`config.mk`:
```
export PLATFORM = sky130hd
export DESIGN_NAME = mouse_delta_accumulator_unit
export DESIGN_NICKNAME = d
export VERILOG_FILES = /design/src/rtl/core/mda_pkg.sv /design/src/rtl/core/mda_front.sv /design/src/rtl/core/mda_queue.sv /design/src/rtl/core/mda_back.sv /design/src/rtl/core/mouse_delta_accumulator_unit.sv
export SDC_FILE = /design/constraint.sdc
export NUM_CORES = 1
export LEC_CHECK = 0
export BUFFER_PORTS_ARGS = -buffer_cell sky130_fd_sc_hd__buf_2
export CAP_MARGIN = 20
export CORE_MARGIN = 2
export CORE_UTILIZATION = 35
export DETAILED_ROUTE_END_ITERATION = 8
export PLACE_DENSITY = 0.58
export SYNTH_ARGS = -nofsm -noshare
export SYNTH_HDL_FRONTEND = slang
export SYNTH_SLANG_ARGS = --single-unit
```
`constraint.sdc`:
```
create_clock -name clk -period 8.4 [get_ports clk]
set_input_delay 1.26 -clock clk [delete_from_list [all_inputs] [get_ports clk]]
set_output_delay 1.26 -clock clk [all_outputs]
set_load 0.005 [all_outputs]
```
`src/rtl/core/mda_pkg.sv`:
```
`timescale 1ns / 1ps
`default_nettype none

package mda_pkg;

    localparam int COUNTER_BITS_DEF = 8;
    // deltas travel sign-extended to the widest counter supported
    localparam int DELTA_W          = 16;
    localparam int SUM_W            = 13;
    localparam int LIMIT_W          = 12;
    localparam int CALC_W           = 18;
    localparam int QUEUE_DEPTH      = 2;

    localparam logic [LIMIT_W-1:0] LIMIT_RESET = 12'd2048;
    localparam logic [CALC_W-1:0]  PKT_LIMIT   = 18'd127;
    localparam logic [7:0]         BTN_OPEN    = 8'h87;
    localparam logic [7:0]         BTN_MARK    = 8'h80;

    localparam logic [1:0] OP_SAMPLE = 2'd0;
    localparam logic [1:0] OP_READ   = 2'd1;
    localparam logic [1:0] OP_CLEAR  = 2'd2;
    localparam logic [1:0] OP_NONE   = 2'd3;

    localparam logic [2:0] OUT_SAME    = 3'd0;
    localparam logic [2:0] OUT_CHANGED = 3'd1;
    localparam logic [2:0] OUT_PACKET  = 3'd2;
    localparam logic [2:0] OUT_REFUSED = 3'd3;
    localparam logic [2:0] OUT_CLEARED = 3'd4;

    typedef struct packed {
        logic [1:0]                op;
        logic                      moved;
        logic [2:0]                btn;
        logic signed [DELTA_W-1:0] dx;
        logic signed [DELTA_W-1:0] dy;
    } cmd_t;

    function automatic logic signed [CALC_W-1:0] clamp_sym(
        input logic signed [CALC_W-1:0] v,
        input logic signed [CALC_W-1:0] lim
    );
        logic signed [CALC_W-1:0] r;
        begin
            if (v < -lim)
            begin
                r = -lim;
            end
            else if (v > lim)
            begin
                r = lim;
            end
            else
            begin
                r = v;
            end
            return r;
        end
    endfunction

endpackage

`default_nettype wire

```
`src/rtl/core/mda_front.sv`:
```
`timescale 1ns / 1ps
`default_nettype none

module mda_front
    import mda_pkg::*;
#(
    parameter int COUNTER_BITS = COUNTER_BITS_DEF
)
(
    input  wire logic        clk,
    input  wire logic        rst_n,
    input  wire logic        s_tvalid,
    output logic             s_tready,
    input  wire logic [23:0] s_tdata,
    input  wire logic [1:0]  s_tuser,
    output logic             push_valid,
    output cmd_t             push_cmd,
    input  wire logic        push_ready
);

    logic [COUNTER_BITS-1:0]   last_x_reg, last_x_next;
    logic [COUNTER_BITS-1:0]   last_y_reg, last_y_next;
    logic [COUNTER_BITS+7:0]   ext_x, ext_y;
    logic [COUNTER_BITS-1:0]   nx, ny;
    logic signed [COUNTER_BITS-1:0] dx_w, dy_w;
    logic                      xfer;

    assign s_tready = push_ready;
    assign xfer     = s_tvalid && s_tready;

    assign ext_x = {{COUNTER_BITS{1'b0}}, s_tdata[7:0]};
    assign ext_y = {{COUNTER_BITS{1'b0}}, s_tdata[15:8]};
    assign nx    = ext_x[COUNTER_BITS-1:0];
    assign ny    = ext_y[COUNTER_BITS-1:0];
    // wrap new minus last to a signed counter-width delta
    assign dx_w  = nx - last_x_reg;
    assign dy_w  = ny - last_y_reg;

    always_comb
    begin
        push_cmd.op    = s_tuser;
        push_cmd.moved = (dx_w != '0) || (dy_w != '0);
        push_cmd.btn   = {s_tdata[16], s_tdata[17], s_tdata[18]};
        push_cmd.dx    = DELTA_W'(dx_w);
        push_cmd.dy    = DELTA_W'(dy_w);
        // drop the unused op code here
        push_valid     = s_tvalid && (s_tuser != OP_NONE);
        last_x_next    = last_x_reg;
        last_y_next    = last_y_reg;
        if (xfer && (s_tuser == OP_SAMPLE))
        begin
            last_x_next = nx;
            last_y_next = ny;
        end
    end

    always_ff @(posedge clk or negedge rst_n)
    begin
        if (!rst_n)
        begin
            last_x_reg <= '0;
            last_y_reg <= '0;
        end
        else
        begin
            last_x_reg <= last_x_next;
            last_y_reg <= last_y_next;
        end
    end

endmodule

`default_nettype wire

```
`src/rtl/core/mda_queue.sv`:
```
`timescale 1ns / 1ps
`default_nettype none

module mda_queue
    import mda_pkg::*;
(
    input  wire logic clk,
    input  wire logic rst_n,
    input  wire logic push_valid,
    output logic      push_ready,
    input  cmd_t      push_cmd,
    output logic      pop_valid,
    input  wire logic pop_ready,
    output cmd_t      pop_cmd
);

    localparam int PTR_W = $clog2(QUEUE_DEPTH);
    localparam int CNT_W = $clog2(QUEUE_DEPTH + 1);

    cmd_t             slot_reg [QUEUE_DEPTH];
    logic [PTR_W-1:0] wr_ptr_reg, wr_ptr_next;
    logic [PTR_W-1:0] rd_ptr_reg, rd_ptr_next;
    logic [CNT_W-1:0] count_reg, count_next;
    logic             do_push, do_pop;

    assign push_ready = (count_reg != CNT_W'(QUEUE_DEPTH));
    assign pop_valid  = (count_reg != '0);
    assign pop_cmd    = slot_reg[rd_ptr_reg];
    assign do_push    = push_valid && push_ready;
    assign do_pop     = pop_valid && pop_ready;

    always_comb
    begin
        wr_ptr_next = wr_ptr_reg;
        rd_ptr_next = rd_ptr_reg;
        count_next  = count_reg;
        if (do_push)
        begin
            wr_ptr_next = (wr_ptr_reg == PTR_W'(QUEUE_DEPTH - 1)) ? '0 : wr_ptr_reg + 1'b1;
        end
        if (do_pop)
        begin
            rd_ptr_next = (rd_ptr_reg == PTR_W'(QUEUE_DEPTH - 1)) ? '0 : rd_ptr_reg + 1'b1;
        end
        if (do_push && !do_pop)
        begin
            count_next = count_reg + 1'b1;
        end
        else if (do_pop && !do_push)
        begin
            count_next = count_reg - 1'b1;
        end
    end

    always_ff @(posedge clk or negedge rst_n)
    begin
        if (!rst_n)
        begin
            wr_ptr_reg <= '0;
            rd_ptr_reg <= '0;
            count_reg  <= '0;
        end
        else
        begin
            wr_ptr_reg <= wr_ptr_next;
            rd_ptr_reg <= rd_ptr_next;
            count_reg  <= count_next;
        end
    end

    always_ff @(posedge clk)
    begin
        if (do_push)
        begin
            slot_reg[wr_ptr_reg] <= push_cmd;
        end
    end

endmodule

`default_nettype wire

```
`src/rtl/core/mda_back.sv`:
```
`timescale 1ns / 1ps
`default_nettype none

module mda_back
    import mda_pkg::*;
(
    input  wire logic               clk,
    input  wire logic               rst_n,
    input  wire logic [LIMIT_W-1:0] accum_limit,
    input  wire logic               pop_valid,
    output logic                    pop_ready,
    input  cmd_t                    pop_cmd,
    output logic                    m_tvalid,
    input  wire logic               m_tready,
    output logic [31:0]             m_tdata,
    output logic [2:0]              m_tuser
);

    logic signed [SUM_W-1:0]  sum_x_reg, sum_x_next;
    logic signed [SUM_W-1:0]  sum_y_reg, sum_y_next;
    logic [7:0]               btn_reg, btn_next;
    logic                     ready_reg, ready_next;
    logic                     out_valid_reg, out_valid_next;
    logic [2:0]               outcome_reg, outcome_next;
    logic [7:0]               bbyte_reg, bbyte_next;
    logic [7:0]               pdx_reg, pdx_next;
    logic [7:0]               pdy_reg, pdy_next;

    logic                     fire;
    logic signed [CALC_W-1:0] lim, sx_ext, sy_ext, new_x, new_y, pkt_x, pkt_y;

    // a free output register or a transfer this cycle frees the slot
    assign pop_ready = !out_valid_reg || m_tready;
    assign fire      = pop_valid && pop_ready;

    assign lim    = CALC_W'({1'b0, accum_limit});
    assign sx_ext = CALC_W'(sum_x_reg);
    assign sy_ext = CALC_W'(sum_y_reg);
    assign new_x  = clamp_sym(sx_ext + CALC_W'(pop_cmd.dx), lim);
    assign new_y  = clamp_sym(sy_ext - CALC_W'(pop_cmd.dy), lim);
    assign pkt_x  = clamp_sym(sx_ext, PKT_LIMIT);
    assign pkt_y  = clamp_sym(sy_ext, PKT_LIMIT);

    always_comb
    begin
        sum_x_next     = sum_x_reg;
        sum_y_next     = sum_y_reg;
        btn_next       = btn_reg;
        ready_next     = ready_reg;
        out_valid_next = out_valid_reg;
        outcome_next   = outcome_reg;
        bbyte_next     = bbyte_reg;
        pdx_next       = pdx_reg;
        pdy_next       = pdy_reg;
        if (m_tready)
        begin
            out_valid_next = 1'b0;
        end
        if (fire)
        begin
            out_valid_next = 1'b1;
            outcome_next   = OUT_SAME;
            bbyte_next     = '0;
            pdx_next       = '0;
            pdy_next       = '0;
            unique case (pop_cmd.op)
                OP_SAMPLE:
                begin
                    if (pop_cmd.moved || ({5'b0, pop_cmd.btn} != btn_reg))
                    begin
                        btn_next     = {5'b0, pop_cmd.btn};
                        sum_x_next   = new_x[SUM_W-1:0];
                        sum_y_next   = new_y[SUM_W-1:0];
                        ready_next   = 1'b1;
                        outcome_next = OUT_CHANGED;
                    end
                end
                OP_READ:
                begin
                    if (!ready_reg)
                    begin
                        outcome_next = OUT_REFUSED;
                    end
                    else
                    begin
                        pdx_next     = pkt_x[7:0];
                        pdy_next     = pkt_y[7:0];
                        sum_x_next   = sum_x_reg - pkt_x[SUM_W-1:0];
                        sum_y_next   = sum_y_reg - pkt_y[SUM_W-1:0];
                        bbyte_next   = btn_reg | BTN_MARK;
                        ready_next   = 1'b0;
                        outcome_next = OUT_PACKET;
                    end
                end
                OP_CLEAR:
                begin
                    sum_x_next   = '0;
                    sum_y_next   = '0;
                    btn_next     = BTN_OPEN;
                    ready_next   = 1'b0;
                    outcome_next = OUT_CLEARED;
                end
                default:
                begin
                    outcome_next = OUT_SAME;
                end
            endcase
        end
    end

    always_ff @(posedge clk or negedge rst_n)
    begin
        if (!rst_n)
        begin
            sum_x_reg     <= '0;
            sum_y_reg     <= '0;
            btn_reg       <= BTN_OPEN;
            ready_reg     <= 1'b0;
            out_valid_reg <= 1'b0;
        end
        else
        begin
            sum_x_reg     <= sum_x_next;
            sum_y_reg     <= sum_y_next;
            btn_reg       <= btn_next;
            ready_reg     <= ready_next;
            out_valid_reg <= out_valid_next;
        end
    end

    // hold the result payload; data_ready rides on ready_reg
    always_ff @(posedge clk)
    begin
        outcome_reg <= outcome_next;
        bbyte_reg   <= bbyte_next;
        pdx_reg     <= pdx_next;
        pdy_reg     <= pdy_next;
    end

    assign m_tvalid = out_valid_reg;
    assign m_tuser  = outcome_reg;
    assign m_tdata  = {7'b0, ready_reg, pdy_reg, pdx_reg, bbyte_reg};

endmodule

`default_nettype wire

```
`src/rtl/core/mouse_delta_accumulator_unit.sv`:
```
`timescale 1ns / 1ps
`default_nettype none

// Mouse delta accumulator.
// Input stream (s_*): tuser carries the op (sample, read packet, clear);
// tdata carries the two position counters and the three low-active pins.
// Output stream (m_*): tuser carries the outcome; tdata carries the packet
// button byte, the clamped x and y motion and the data-ready flag.
// cfg_wen/cfg_wdata write the saturation bound of the running sums.
// One item per cycle sustained while m_tready stays high. A result is
// registered: it passes through the queue and then the output register
// before it shows on m_*. An item with the unused op code is taken but
// yields no result.
// The front stage keeps the last counters and forms the wrapped deltas;
// a two-entry queue feeds the back stage, which owns the sums, button
// state and ready flag. When m_tready is low the output register holds,
// the queue fills, and s_tready drops once both queue entries are taken.
// Reset clears the counters, sums and ready flag, sets the buttons to the
// open state and the bound to 2048, and empties the queue and output.
module mouse_delta_accumulator_unit
    import mda_pkg::*;
#(
    parameter int COUNTER_BITS = COUNTER_BITS_DEF
)
(
    input  wire logic               clk,
    input  wire logic               rst_n,
    input  wire logic               s_tvalid,
    output logic                    s_tready,
    // [7:0] count_x, [15:8] count_y, [16] left_pin, [17] middle_pin,
    // [18] right_pin
    input  wire logic [23:0]        s_tdata,
    // [1:0] op
    input  wire logic [1:0]         s_tuser,
    output logic                    m_tvalid,
    input  wire logic               m_tready,
    // [7:0] button_byte, [15:8] packet_dx, [23:16] packet_dy,
    // [24] data_ready
    output logic [31:0]             m_tdata,
    // [2:0] outcome
    output logic [2:0]              m_tuser,
    input  wire logic               cfg_wen,
    input  wire logic [LIMIT_W-1:0] cfg_wdata
);

    logic [LIMIT_W-1:0] limit_reg, limit_next;
    logic               push_valid, push_ready;
    cmd_t               push_cmd;
    logic               pop_valid, pop_ready;
    cmd_t               pop_cmd;

    assign limit_next = cfg_wen ? cfg_wdata : limit_reg;

    always_ff @(posedge clk or negedge rst_n)
    begin
        if (!rst_n)
        begin
            limit_reg <= LIMIT_RESET;
        end
        else
        begin
            limit_reg <= limit_next;
        end
    end

    mda_front #(
        .COUNTER_BITS(COUNTER_BITS)
    ) u_front (
        .clk        (clk),
        .rst_n      (rst_n),
        .s_tvalid   (s_tvalid),
        .s_tready   (s_tready),
        .s_tdata    (s_tdata),
        .s_tuser    (s_tuser),
        .push_valid (push_valid),
        .push_cmd   (push_cmd),
        .push_ready (push_ready)
    );

    mda_queue u_queue (
        .clk        (clk),
        .rst_n      (rst_n),
        .push_valid (push_valid),
        .push_ready (push_ready),
        .push_cmd   (push_cmd),
        .pop_valid  (pop_valid),
        .pop_ready  (pop_ready),
        .pop_cmd    (pop_cmd)
    );

    mda_back u_back (
        .clk         (clk),
        .rst_n       (rst_n),
        .accum_limit (limit_reg),
        .pop_valid   (pop_valid),
        .pop_ready   (pop_ready),
        .pop_cmd     (pop_cmd),
        .m_tvalid    (m_tvalid),
        .m_tready    (m_tready),
        .m_tdata     (m_tdata),
        .m_tuser     (m_tuser)
    );

endmodule

`default_nettype wire
```
==> results of run 1 <==
==> path summary, 6_finish.rpt <==
path	end	from	cells past startpoint
hold / removal	u_front.last_x_reg[0]$_DFFE_PN0P_	u_front.last_x_reg[0]$_DFFE_PN0P_	2
setup / recovery	u_back.sum_y_reg[9]$_DFFE_PN0P_	u_queue.rd_ptr_reg$_DFFE_PN0P_	17
min in group asynchronous	u_front.last_x_reg[0]$_DFFE_PN0P_	rst_n	2
hold reg to reg	u_front.last_x_reg[0]$_DFFE_PN0P_	u_front.last_x_reg[0]$_DFFE_PN0P_	2
max in group asynchronous	limit_reg[7]$_DFFE_PN0P_	rst_n	2
setup reg to reg	u_back.sum_y_reg[9]$_DFFE_PN0P_	u_queue.rd_ptr_reg$_DFFE_PN0P_	17
==> synthesized netlist by cell type, types with 6 or more instances <==
library cell	instances	area share [%]
a211o_1	6	0.50
a211oi_1	19	1.4
a21o_1	16	1.1
a21oi_1	88	4.2
a221oi_1	6	0.50
a31oi_1	11	0.65
and3_1	8	0.48
buf_2	6	0.29
buf_4	14	1.0
clkbuf_1	21	0.75
dfrtp_1	59	14
edfxtp_1	67	19
fa_1	6	1.1
ha_1	128	15
inv_1	79	2.8
mux2_2	21	2.2
mux2i_1	26	2.5
nand2_1	71	2.5
nand2b_1	18	1.1
nand3_1	16	0.76
nand4_1	11	0.65
nor2_1	105	3.7
nor2b_1	13	0.77
nor3_1	29	1.4
nor4_1	8	0.48
o211ai_1	12	0.86
o21a_1	11	0.78
o21ai_0	69	3.3
o221ai_1	6	0.50
o22ai_1	14	0.83
o31ai_1	8	0.57
or4_1	6	0.43
xnor2_1	39	3.2
xor2_1	22	1.8
==> cells by family after synthesis <==
logic type / Yosys count
other: 1
buffers and inverters: 123
AOI/OAI and AO/OA: 317
DFF: 131
muxes: 48
and+or+nand+nor: 312
adders and majority gates: 134
xor gates and xnor gates: 61
==> routing by layer <==
layer  global-route usage (%)  vias to the layer above  part of all wire [%]
li1                         -                     4253                     -
met1                    23.88                     4125                    46
met2                    30.54                      217                    47
met3                    3.406                       51                   4.5
met4                    7.480                        0                   3.1
met5                        0                        -                     0
==> area by class of cell <==
type	count	area, um^2
fill	2996	17830
multi-input combinational	883	6429
sequential	131	3620
tap	390	488.0
clock buffer	17	425.4
timing repair buffer	70	385.4
inverter	79	296.5
clock inverter	15	168.9
==> through the flow <==
step                cells  hold slack (ns)  util, %  setup WS, ns  area (um^2)
floorplan            1137           0.4538        -         3.264        10570
detailed placement   1552           0.4744    37.83         2.532        11210
global route         1585           0.5138    39.86         2.204        11810
CTS                  1584           0.4893    39.84         2.515        11810
finish               1585           0.4823    39.86         2.483        11810
global placement     1551           0.4670    37.74         2.589        11190
==> worst register-to-register path, cell delays in order (launching register included) <==
cell	delay (ns)
dfrtp_1	0.53
buf_4	0.35
mux2i_1	0.57
ha_1	0.47
nand3_1	0.21
nor2_1	0.09
a2111oi_4	0.45
nand2_2	0.17
o21ai_0	0.35
ha_1	0.33
nand4_1	0.17
nor3_1	0.08
a221oi_1	0.50
nand2_1	0.53
nor2_1	0.58
a32oi_1	0.18
a21oi_1	0.20
a21o_1	0.11
==> results.json, run 1 <==
{
  "status": "finished clean",
  "final_common_cell": "ha_1",
  "dp_hpwl_um": 21400,
  "syn_avg_cell_area_um2": 9.346,
  "cts_resized": 0,
  "gp_congestion": 0.9126,
  "drive_gt1_share_pct": 12.64,
  "crit_path_start_kind": "flip-flop",
  "synth.distinct_cells": 80,
  "synth-compound-area-share_pct": 19.99,
  "post_cts_buffers": 0,
  "drc": 0,
  "seq_area_frac_synth_pct": 34.37,
  "setup_tns_ns": 0,
  "fin_crit_sh_pct": 70.44,
  "crit_type": "reg2reg",
  "start_util_pct": 35.54,
  "critPathMaxFanout": 17,
  "synth_flop_cell": "edfxtp_1",
  "finClkSkew_ns": 0.008962,
  "cts_made_buffers": 17,
  "synth_top_family_by_area": "compound AO/OA/AOI/OAI gates",
  "arrival_ns": 6.28,
  "num_rows": 63,
  "syn_to_final_growth_pct": 12.15,
  "grt_pass1_vias": 8742,
  "nNetsFinal": 1359,
  "synth_edf_count": 67,
  "largest_reg_flops": 44,
  "path_cells": "buf_4, mux2i_1, ha_1, nand3_1, nor2_1, a2111oi_4, nand2_2, o21ai_0, ha_1, nand4_1, nor3_1, a221oi_1, nand2_1, nor2_1, a32oi_1, a21oi_1, a21o_1",
  "cp_top_family": "simple AND/OR/NAND/NOR gates",
  "drt-total-wl_um": 28260,
  "antenna_found_initial": 0,
  "synth_mux_area_share_pct": 4.859,
  "netlist_area_um2": 10530,
  "cts-root-buf": "clkbuf_16",
  "clockBufferDepth": 2,
  "antennaDiodeCount": 0,
  "synthSimpleGateAreaFrac_pct": 14.30,
  "cp_slowest_cell": "nor2_1",
  "synthArstFlopShare_pct": 48.85,
  "period_needed_ns": 5.917,
  "cts_sinks": 131,
  "vias": 8646,
  "yosys_warnings": 0,
  "first_pass_iters": 7,
  "die-area_um2": 31500,
  "cts_tree": "done",
  "worst_slew_pin_slew_ns": 1.013,
  "r2r_slack_ns": 2.48,
  "wl_per_cell_um": 17.83,
  "grt_max_degree": 65,
  "die_h_um": 177.5,
  "worst_slew_margin_rel_pct": 32.47,
  "drtIter0Drc": 622,
  "core-area_um2": 29640,
  "synth_xor_area_share_pct": 5.072,
  "path_buf_inv": 1,
  "grt_pass1_wl_um": 45430,
  "syn_inst": 1127,
  "worstPathRequired_ns": 8.77,
  "die_x_um": 177.5,
  "io_pins": 80,
  "port_buffers": 63,
  "rsz0062_at_grt": "no",
  "ant_nets": 0,
  "drv_slew": 0,
  "hp-class": "reg2reg",
  "cap_viol_max_count": 0,
  "clock_latency_ns": 0.43,
  "slowest_delay_ns": 0.57,
  "endpoint_kind": "flip-flop",
  "layout_common_cells": "128 x ha_1, 105 x nor2_1, 88 x a21oi_1",
  "overflow": 0,
  "ctsHoldBuffers": 0,
  "track_usage_pct": 18.52,
  "via_per_inst": 5.455,
  "setup_viol": 0,
  "path_clk_slew_ns": 0.06,
  "htreeDepth": 4,
  "synth_adder_area_share_pct": 16.35,
  "max_freq_mhz": 169.0,
  "hold_violations": 0,
  "ys_ff_latch": 131
}
Power of run 1 is left out: the tool's default activity adds up to more than one toggle a clock period on the data nets, which glitch-free logic cannot reach.
==> run 2: changes to the inputs <==
--- a/config.mk
+++ b/config.mk
@@ -10,7 +10,7 @@
 export CORE_MARGIN = 2
 export CORE_UTILIZATION = 35
 export DETAILED_ROUTE_END_ITERATION = 8
-export PLACE_DENSITY = 0.58
+export PLACE_DENSITY = 0.6
 export SYNTH_ARGS = -nofsm -noshare
 export SYNTH_HDL_FRONTEND = slang
 export SYNTH_SLANG_ARGS = --single-unit
==> constraint.sdc (replaced) <==
create_clock -name clk -period 5.3 [get_ports clk]
set_input_delay 0.795 -clock clk [delete_from_list [all_inputs] [get_ports clk]]
set_output_delay 0.795 -clock clk [all_outputs]
set_load 0.005 [all_outputs]
==> run 2 against run 1 <==
Compared with the run above:
- flip-flop and latch count unchanged
- fmax increased by 14%
- critical path type unchanged
- via count is 0.89% higher
- critical path depth decreased by 1
- critical endpoint unchanged
- count of clock-buffer cells in the layout rose by 4
- worst setup slack worse by 2.4 ns
- highest routed layer unchanged
- utilization grew 0.38 points
- non-clock buffer count grew 15
- cell area grew 0.96%
==> results.json, run 2 (synthesis results as in run 1) <==
{
  "worstPathRequired_ns": 5.67,
  "hp-class": "reg2reg",
  "cp_slowest_cell": "o311ai_0",
  "io_pins": 80,
  "cts_sinks": 131,
  "crit_top_cell": "a21oi_1",
  "clock_latency_ns": 0.43,
  "max_freq_mhz": 193.0,
  "drt-total-wl_um": 28110,
  "clockBufferDepth": 2,
  "die_h_um": 177.5,
  "nNetsFinal": 1374,
  "endpoint_kind": "flip-flop",
  "via_per_inst": 5.452,
  "period_needed_ns": 5.181,
  "finClkSkew_ns": 0.01165,
  "drc": 0,
  "worst_slew_margin_rel_pct": 29.12,
  "num_rows": 63,
  "die-area_um2": 31500,
  "final_common_cell": "ha_1",
  "whs_ns": 0.4860,
  "grt_pass1_vias": 8670,
  "drv_slew": 0,
  "finalNonFillerCells": 1600,
  "wl_per_cell_um": 17.57,
  "arrival_ns": 5.55,
  "drive_gt1_share_pct": 13.88,
  "critPathMaxFanout": 9,
  "path_clk_slew_ns": 0.06,
  "layout_common_cells": "128 x ha_1, 105 x nor2_1, 88 x a21oi_1",
  "die_x_um": 177.5,
  "cts_made_buffers": 17,
  "largest_reg_flops": 44,
  "slowest_delay_ns": 0.93,
  "gp_congestion": 0.8756,
  "grt_pass1_wl_um": 44970,
  "setup_tns_ns": 0,
  "ant_nets": 0,
  "dp_cells": 1565,
  "crit_path_start_kind": "flip-flop",
  "path_cells": "mux2_2, ha_1, nor2b_1, o31ai_1, a21oi_1, o21ai_0, o311ai_0, ha_1, a21oi_1, o21ai_0, a221oi_1, nand2_1, nor2_1, a32oi_1, a21oi_1, a21o_1",
  "htreeDepth": 4,
  "antennaDiodeCount": 0,
  "worst_slew_pin_slew_ns": 1.050,
  "ctsHoldBuffers": 0,
  "setup_viol": 0,
  "grt_max_degree": 65,
  "dp_hpwl_um": 21840,
  "cap_viol_max_count": 0,
  "cts_tree": "done",
  "fill_cells": 2979,
  "first_pass_iters": 5,
  "vias": 8723,
  "place_ws_ns": 0.1965,
  "crit_type": "reg2reg",
  "layout_setup_ws_ns": 0.1195,
  "status": "finished clean",
  "fin_crit_sh_pct": 97.75,
  "track_usage_pct": 18.22,
  "overflow": 0,
  "port_buffers": 63,
  "cts-root-buf": "clkbuf_16",
  "hold_violations": 0,
  "core-area_um2": 29640,
  "syn_to_final_growth_pct": 13.23,
  "antenna_found_initial": 0,
  "start_util_pct": 35.54,
  "drtIter0Drc": 515
}
-- run 2: cell count changes in the layout (fill, tap and decap cells not counted), sizes merged --
cell | previous run | this run
clkbuf | 18 | 21
bufinv | 2 | 1
clkinvlp | 2 | 3
inv | 85 | 83
buf | 69 | 85
clkinv | 5 | 3
-- run 2: layout make-up --
class	count	area, um^2	share of cell area, %
clock buffers	21	460.4	3.861
clock inverters	11	101.3	0.8498
inverters	79	296.5	2.486
multi-input cells	883	6439	53.99
flip-flops and latches	131	3621	30.36
well taps	390	488.0	4.091
repair buffers	85	520.5	4.364
-- run 2: worst max-delay path: cells and delay by family, from the launching register on --
kind | cells | cell delay [ns]
compound gates | 10 | 2.76
fa+ha+maj | 2 | 0.60
mux | 1 | 0.37
simple gates | 3 | 0.91
flops | 1 | 0.49
-- run 2: metal layers --
metal	vias up	global-route usage, %	wire length [um]
li1	4279	-	-
met1	4183	23.72	12980
met2	218	31.04	13490
met3	43	2.356	1000
met4	0	6.318	639
met5	-	0	0
-- run 2: stage by stage --
step | utilization [%] | instance area (um^2)
finish | 40.24 | 11930
global route | 40.24 | 11930
CTS | 40.06 | 11870
detailed placement | 38.16 | 11310
global placement | 38.07 | 11280
floorplan | - | 10570
-- run 2: repair_timing --
item                       CTS  global route
setup buffers                0             2
gates resized for setup      0             3
setup endpoints to repair    0            16
-- run 2: worst paths after layout --
kind                                                         from                                end  cells after the start  slack, ns
worst min-delay path            u_front.last_x_reg[0]$_DFFE_PN0P_  u_front.last_x_reg[0]$_DFFE_PN0P_                      2       0.49
worst max-delay path               u_queue.rd_ptr_reg$_DFFE_PN0P_    u_back.sum_y_reg[9]$_DFFE_PN0P_                     16       0.12
min in group asynchronous                                   rst_n  u_front.last_x_reg[0]$_DFFE_PN0P_                      2       0.56
worst min register to register  u_front.last_x_reg[0]$_DFFE_PN0P_  u_front.last_x_reg[0]$_DFFE_PN0P_                      2       0.49
worst max register to register     u_queue.rd_ptr_reg$_DFFE_PN0P_    u_back.sum_y_reg[9]$_DFFE_PN0P_                     16       0.12
max in group asynchronous                                   rst_n     u_queue.rd_ptr_reg$_DFFE_PN0P_                      2       4.09
Power of run 2 is left out for the same reason.
==> run 3: changes to the inputs <==
--- a/config.mk
+++ b/config.mk
@@ -5,6 +5,7 @@
 export SDC_FILE = /design/constraint.sdc
 export NUM_CORES = 1
 export LEC_CHECK = 0
+export ABC_AREA = 1
 export BUFFER_PORTS_ARGS = -buffer_cell sky130_fd_sc_hd__buf_2
 export CAP_MARGIN = 20
 export CORE_MARGIN = 2
==> run 3 against run 2 <==
Compared with the run above:
- non-clock buffer count is 14 lower
- first-iteration DRC count grew 3.3%
- wire length fell by 2.0%
- cell count increased by 13%
- highest routed layer unchanged
- fmax up 6.2%
- worst setup slack improved by 0.30 ns
- register-to-register slack better by 0.30 ns
==> results.json, run 3 <==
{
  "status": "finished clean",
  "slowest_delay_ns": 0.38,
  "ant_nets": 0,
  "cts_made_buffers": 17,
  "via_per_inst": 5.044,
  "cts_sinks": 131,
  "num_rows": 63,
  "layout_common_cells": "313 x nand2_1, 146 x inv_1, 144 x a21oi_1",
  "synth_most_common_cell": "nand2_1",
  "cp_slowest_cell": "o21ai_4",
  "critPathMaxFanout": 23,
  "yosys_warnings": 0,
  "worstPathRequired_ns": 5.61,
  "crit_type": "reg2reg",
  "core-area_um2": 29720,
  "synth_top_area_share_pct": 18.98,
  "start_util_pct": 35.67,
  "synth_flop_cell": "edfxtp_1",
  "clockBufferDepth": 2,
  "synth.distinct_cells": 50,
  "path_buf_inv": 5,
  "syn_inst": 1347,
  "drtIter0Drc": 532,
  "netlist_top_cells_count": "313 x nand2_1, 147 x inv_1, 145 x a21oi_1, 128 x ha_1, 93 x nor2_1",
  "endpoint_kind": "flip-flop",
  "setup_viol": 0,
  "seq_area_frac_synth_pct": 34.15,
  "syn_avg_cell_area_um2": 7.869,
  "wl_per_cell_um": 15.23,
  "first_pass_iters": 5,
  "antenna_found_initial": 0,
  "yosysTopAreaCell": "edfxtp_1",
  "track_usage_pct": 18.14,
  "port_buffers": 63,
  "nNetsFinal": 1583,
  "io_pins": 80,
  "hp-class": "in2async",
  "design_area_um2": 11910,
  "synthArstFlopShare_pct": 48.85,
  "htreeDepth": 4,
  "drv_slew": 0,
  "vias": 9125,
  "overflow": 0,
  "crit_top_cell": "nand2_1",
  "cts_tree": "done",
  "fill_cells": 3017,
  "dp_hpwl_um": 21710,
  "met1_length_um": 12490,
  "worst_slew_pin_slew_ns": 0.9213,
  "arrival_ns": 5.18,
  "max_freq_mhz": 205.1,
  "path_clk_slew_ns": 0.07,
  "final_common_cell": "nand2_1",
  "syn_to_final_growth_pct": 12.38,
  "synth_edf_count": 67,
  "die_x_um": 178.0,
  "period_needed_ns": 4.876,
  "netlist_area_um2": 10600,
  "wl_met2_um": 13410,
  "routed.top_layer": "met4",
  "timing.rr.end": "u_back.sum_x_reg[12]$_DFFE_PN0P_",
  "crit_path_start_kind": "flip-flop",
  "final_core_utilization_pct": 40.09,
  "grt_pass1_wl_um": 45260,
  "finClkSkew_ns": 0.01414,
  "cp_top_family": "simple AND/OR/NAND/NOR gates",
  "drt-total-wl_um": 27550,
  "hold_violations": 0,
  "netlist_top_cells_area": "edfxtp_1 19%, ha_1 15%, dfrtp_1 14%, nand2_1 11%, a21oi_1 6.8%",
  "dpl-instance-area_um2": 11260,
  "worst_slew_margin_rel_pct": 37.93,
  "clock_latency_ns": 0.43,
  "grt_max_degree": 45,
  "r2r_slack_ns": 0.42,
  "die-area_um2": 31690,
  "cap_viol_max_count": 0,
  "antennaDiodeCount": 0,
  "fin_crit_sh_pct": 92.00,
  "ys_ff_latch": 131,
  "grt_pass1_vias": 8911,
  "gp_congestion": 0.9336,
  "die_h_um": 178.0,
  "largest_reg_flops": 44,
  "wl_met3_um": 810,
  "cts-root-buf": "clkbuf_16",
  "r2r_cells": 25,
  "r2r_start": "u_queue.rd_ptr_reg$_DFFE_PN0P_",
  "drive_gt1_share_pct": 11.21,
  "drc": 0
}
-- run 3: cells by family (layout without fill, tap and decap cells) --
kind of cell	count (synthesis)	in the layout	synth area share, %
simple gates	562	562	22.60
compound gates	273	273	14.71
buf+inv	193	255	7.755
fa+ha+maj	134	134	16.24
flops	131	131	34.15
xor+xnor	44	44	3.636
mux	9	9	0.8735
other cells	1	11	0.03538
-- run 3: how the worst max path moves through the flow --
stage | depth (start not counted) | startpoint | to
floorplan | 28 | u_queue.rd_ptr_reg$_DFFE_PN0P_ | u_back.sum_x_reg[1]$_DFFE_PN0P_
global placement | 24 | u_queue.rd_ptr_reg$_DFFE_PN0P_ | u_back.sum_x_reg[11]$_DFFE_PN0P_
detailed placement | 24 | u_queue.rd_ptr_reg$_DFFE_PN0P_ | u_back.sum_x_reg[11]$_DFFE_PN0P_
CTS | 24 | u_queue.rd_ptr_reg$_DFFE_PN0P_ | u_back.sum_x_reg[11]$_DFFE_PN0P_
global route | 24 | u_queue.rd_ptr_reg$_DFFE_PN0P_ | u_back.sum_x_reg[9]$_DFFE_PN0P_
finish | 25 | u_queue.rd_ptr_reg$_DFFE_PN0P_ | u_back.sum_x_reg[12]$_DFFE_PN0P_
-- run 3: through the flow --
stage	setup WS (ns)	std cells	hold WS, ns	setup TNS, ns
finish	0.4239	1809	0.3156	0
global route	-0.005139	1809	0.3466	-0.005139
CTS	0.5926	1807	0.4769	0
detailed placement	0.6169	1775	0.4666	0
global placement	0.6776	1774	0.4612	0
floorplan	1.047	1357	0.4458	0
-- run 3: cell type report --
type                            count  area (um^2)  share of cell area (%)
Multi-Input combinational cell   1033         6205                   52.08
Sequential cell                   131         3620                   30.39
Clock inverter                     15        192.7                   1.617
Tap cell                          390        488.0                   4.096
Inverter                          152        574.3                   4.821
Clock buffer                       17        425.4                   3.571
Timing Repair Buffer               71        407.9                   3.424
-- run 3: timing repair --
action,CTS,global route
buffers inserted,0,1
hold buffers,0,0
resized for setup,0,1
endpoints found under the setup margin,0,2
-- run 3: metal layers --
metal,global-route usage (%),up-vias
met2,31.31,184
li1,-,4643
met4,7.036,0
met5,0,-
met1,23.08,4236
met3,2.259,62
-- run 3: worst reg2reg max path, cell delays in order (launching register included) --
cell and delay (ns):
dfrtp_1 0.36, buf_4 0.30, nand2_1 0.09, nand2_1 0.31
ha_1 0.37, a21oi_1 0.24, o21ai_0 0.11, a21oi_1 0.21
nand2_1 0.12, o21ai_4 0.38, inv_1 0.12, ha_1 0.36
nand2_1 0.06, inv_1 0.07, nand3_1 0.09, nor2_1 0.16
nand4_1 0.13, nand3_1 0.11, nand2_1 0.05, nand2_1 0.38
clkinvlp_4 0.21, buf_4 0.21, nand3_1 0.09, nand2_1 0.08
nand2_1 0.08, a21boi_2 0.06
Power of run 3 is left out for the same reason.
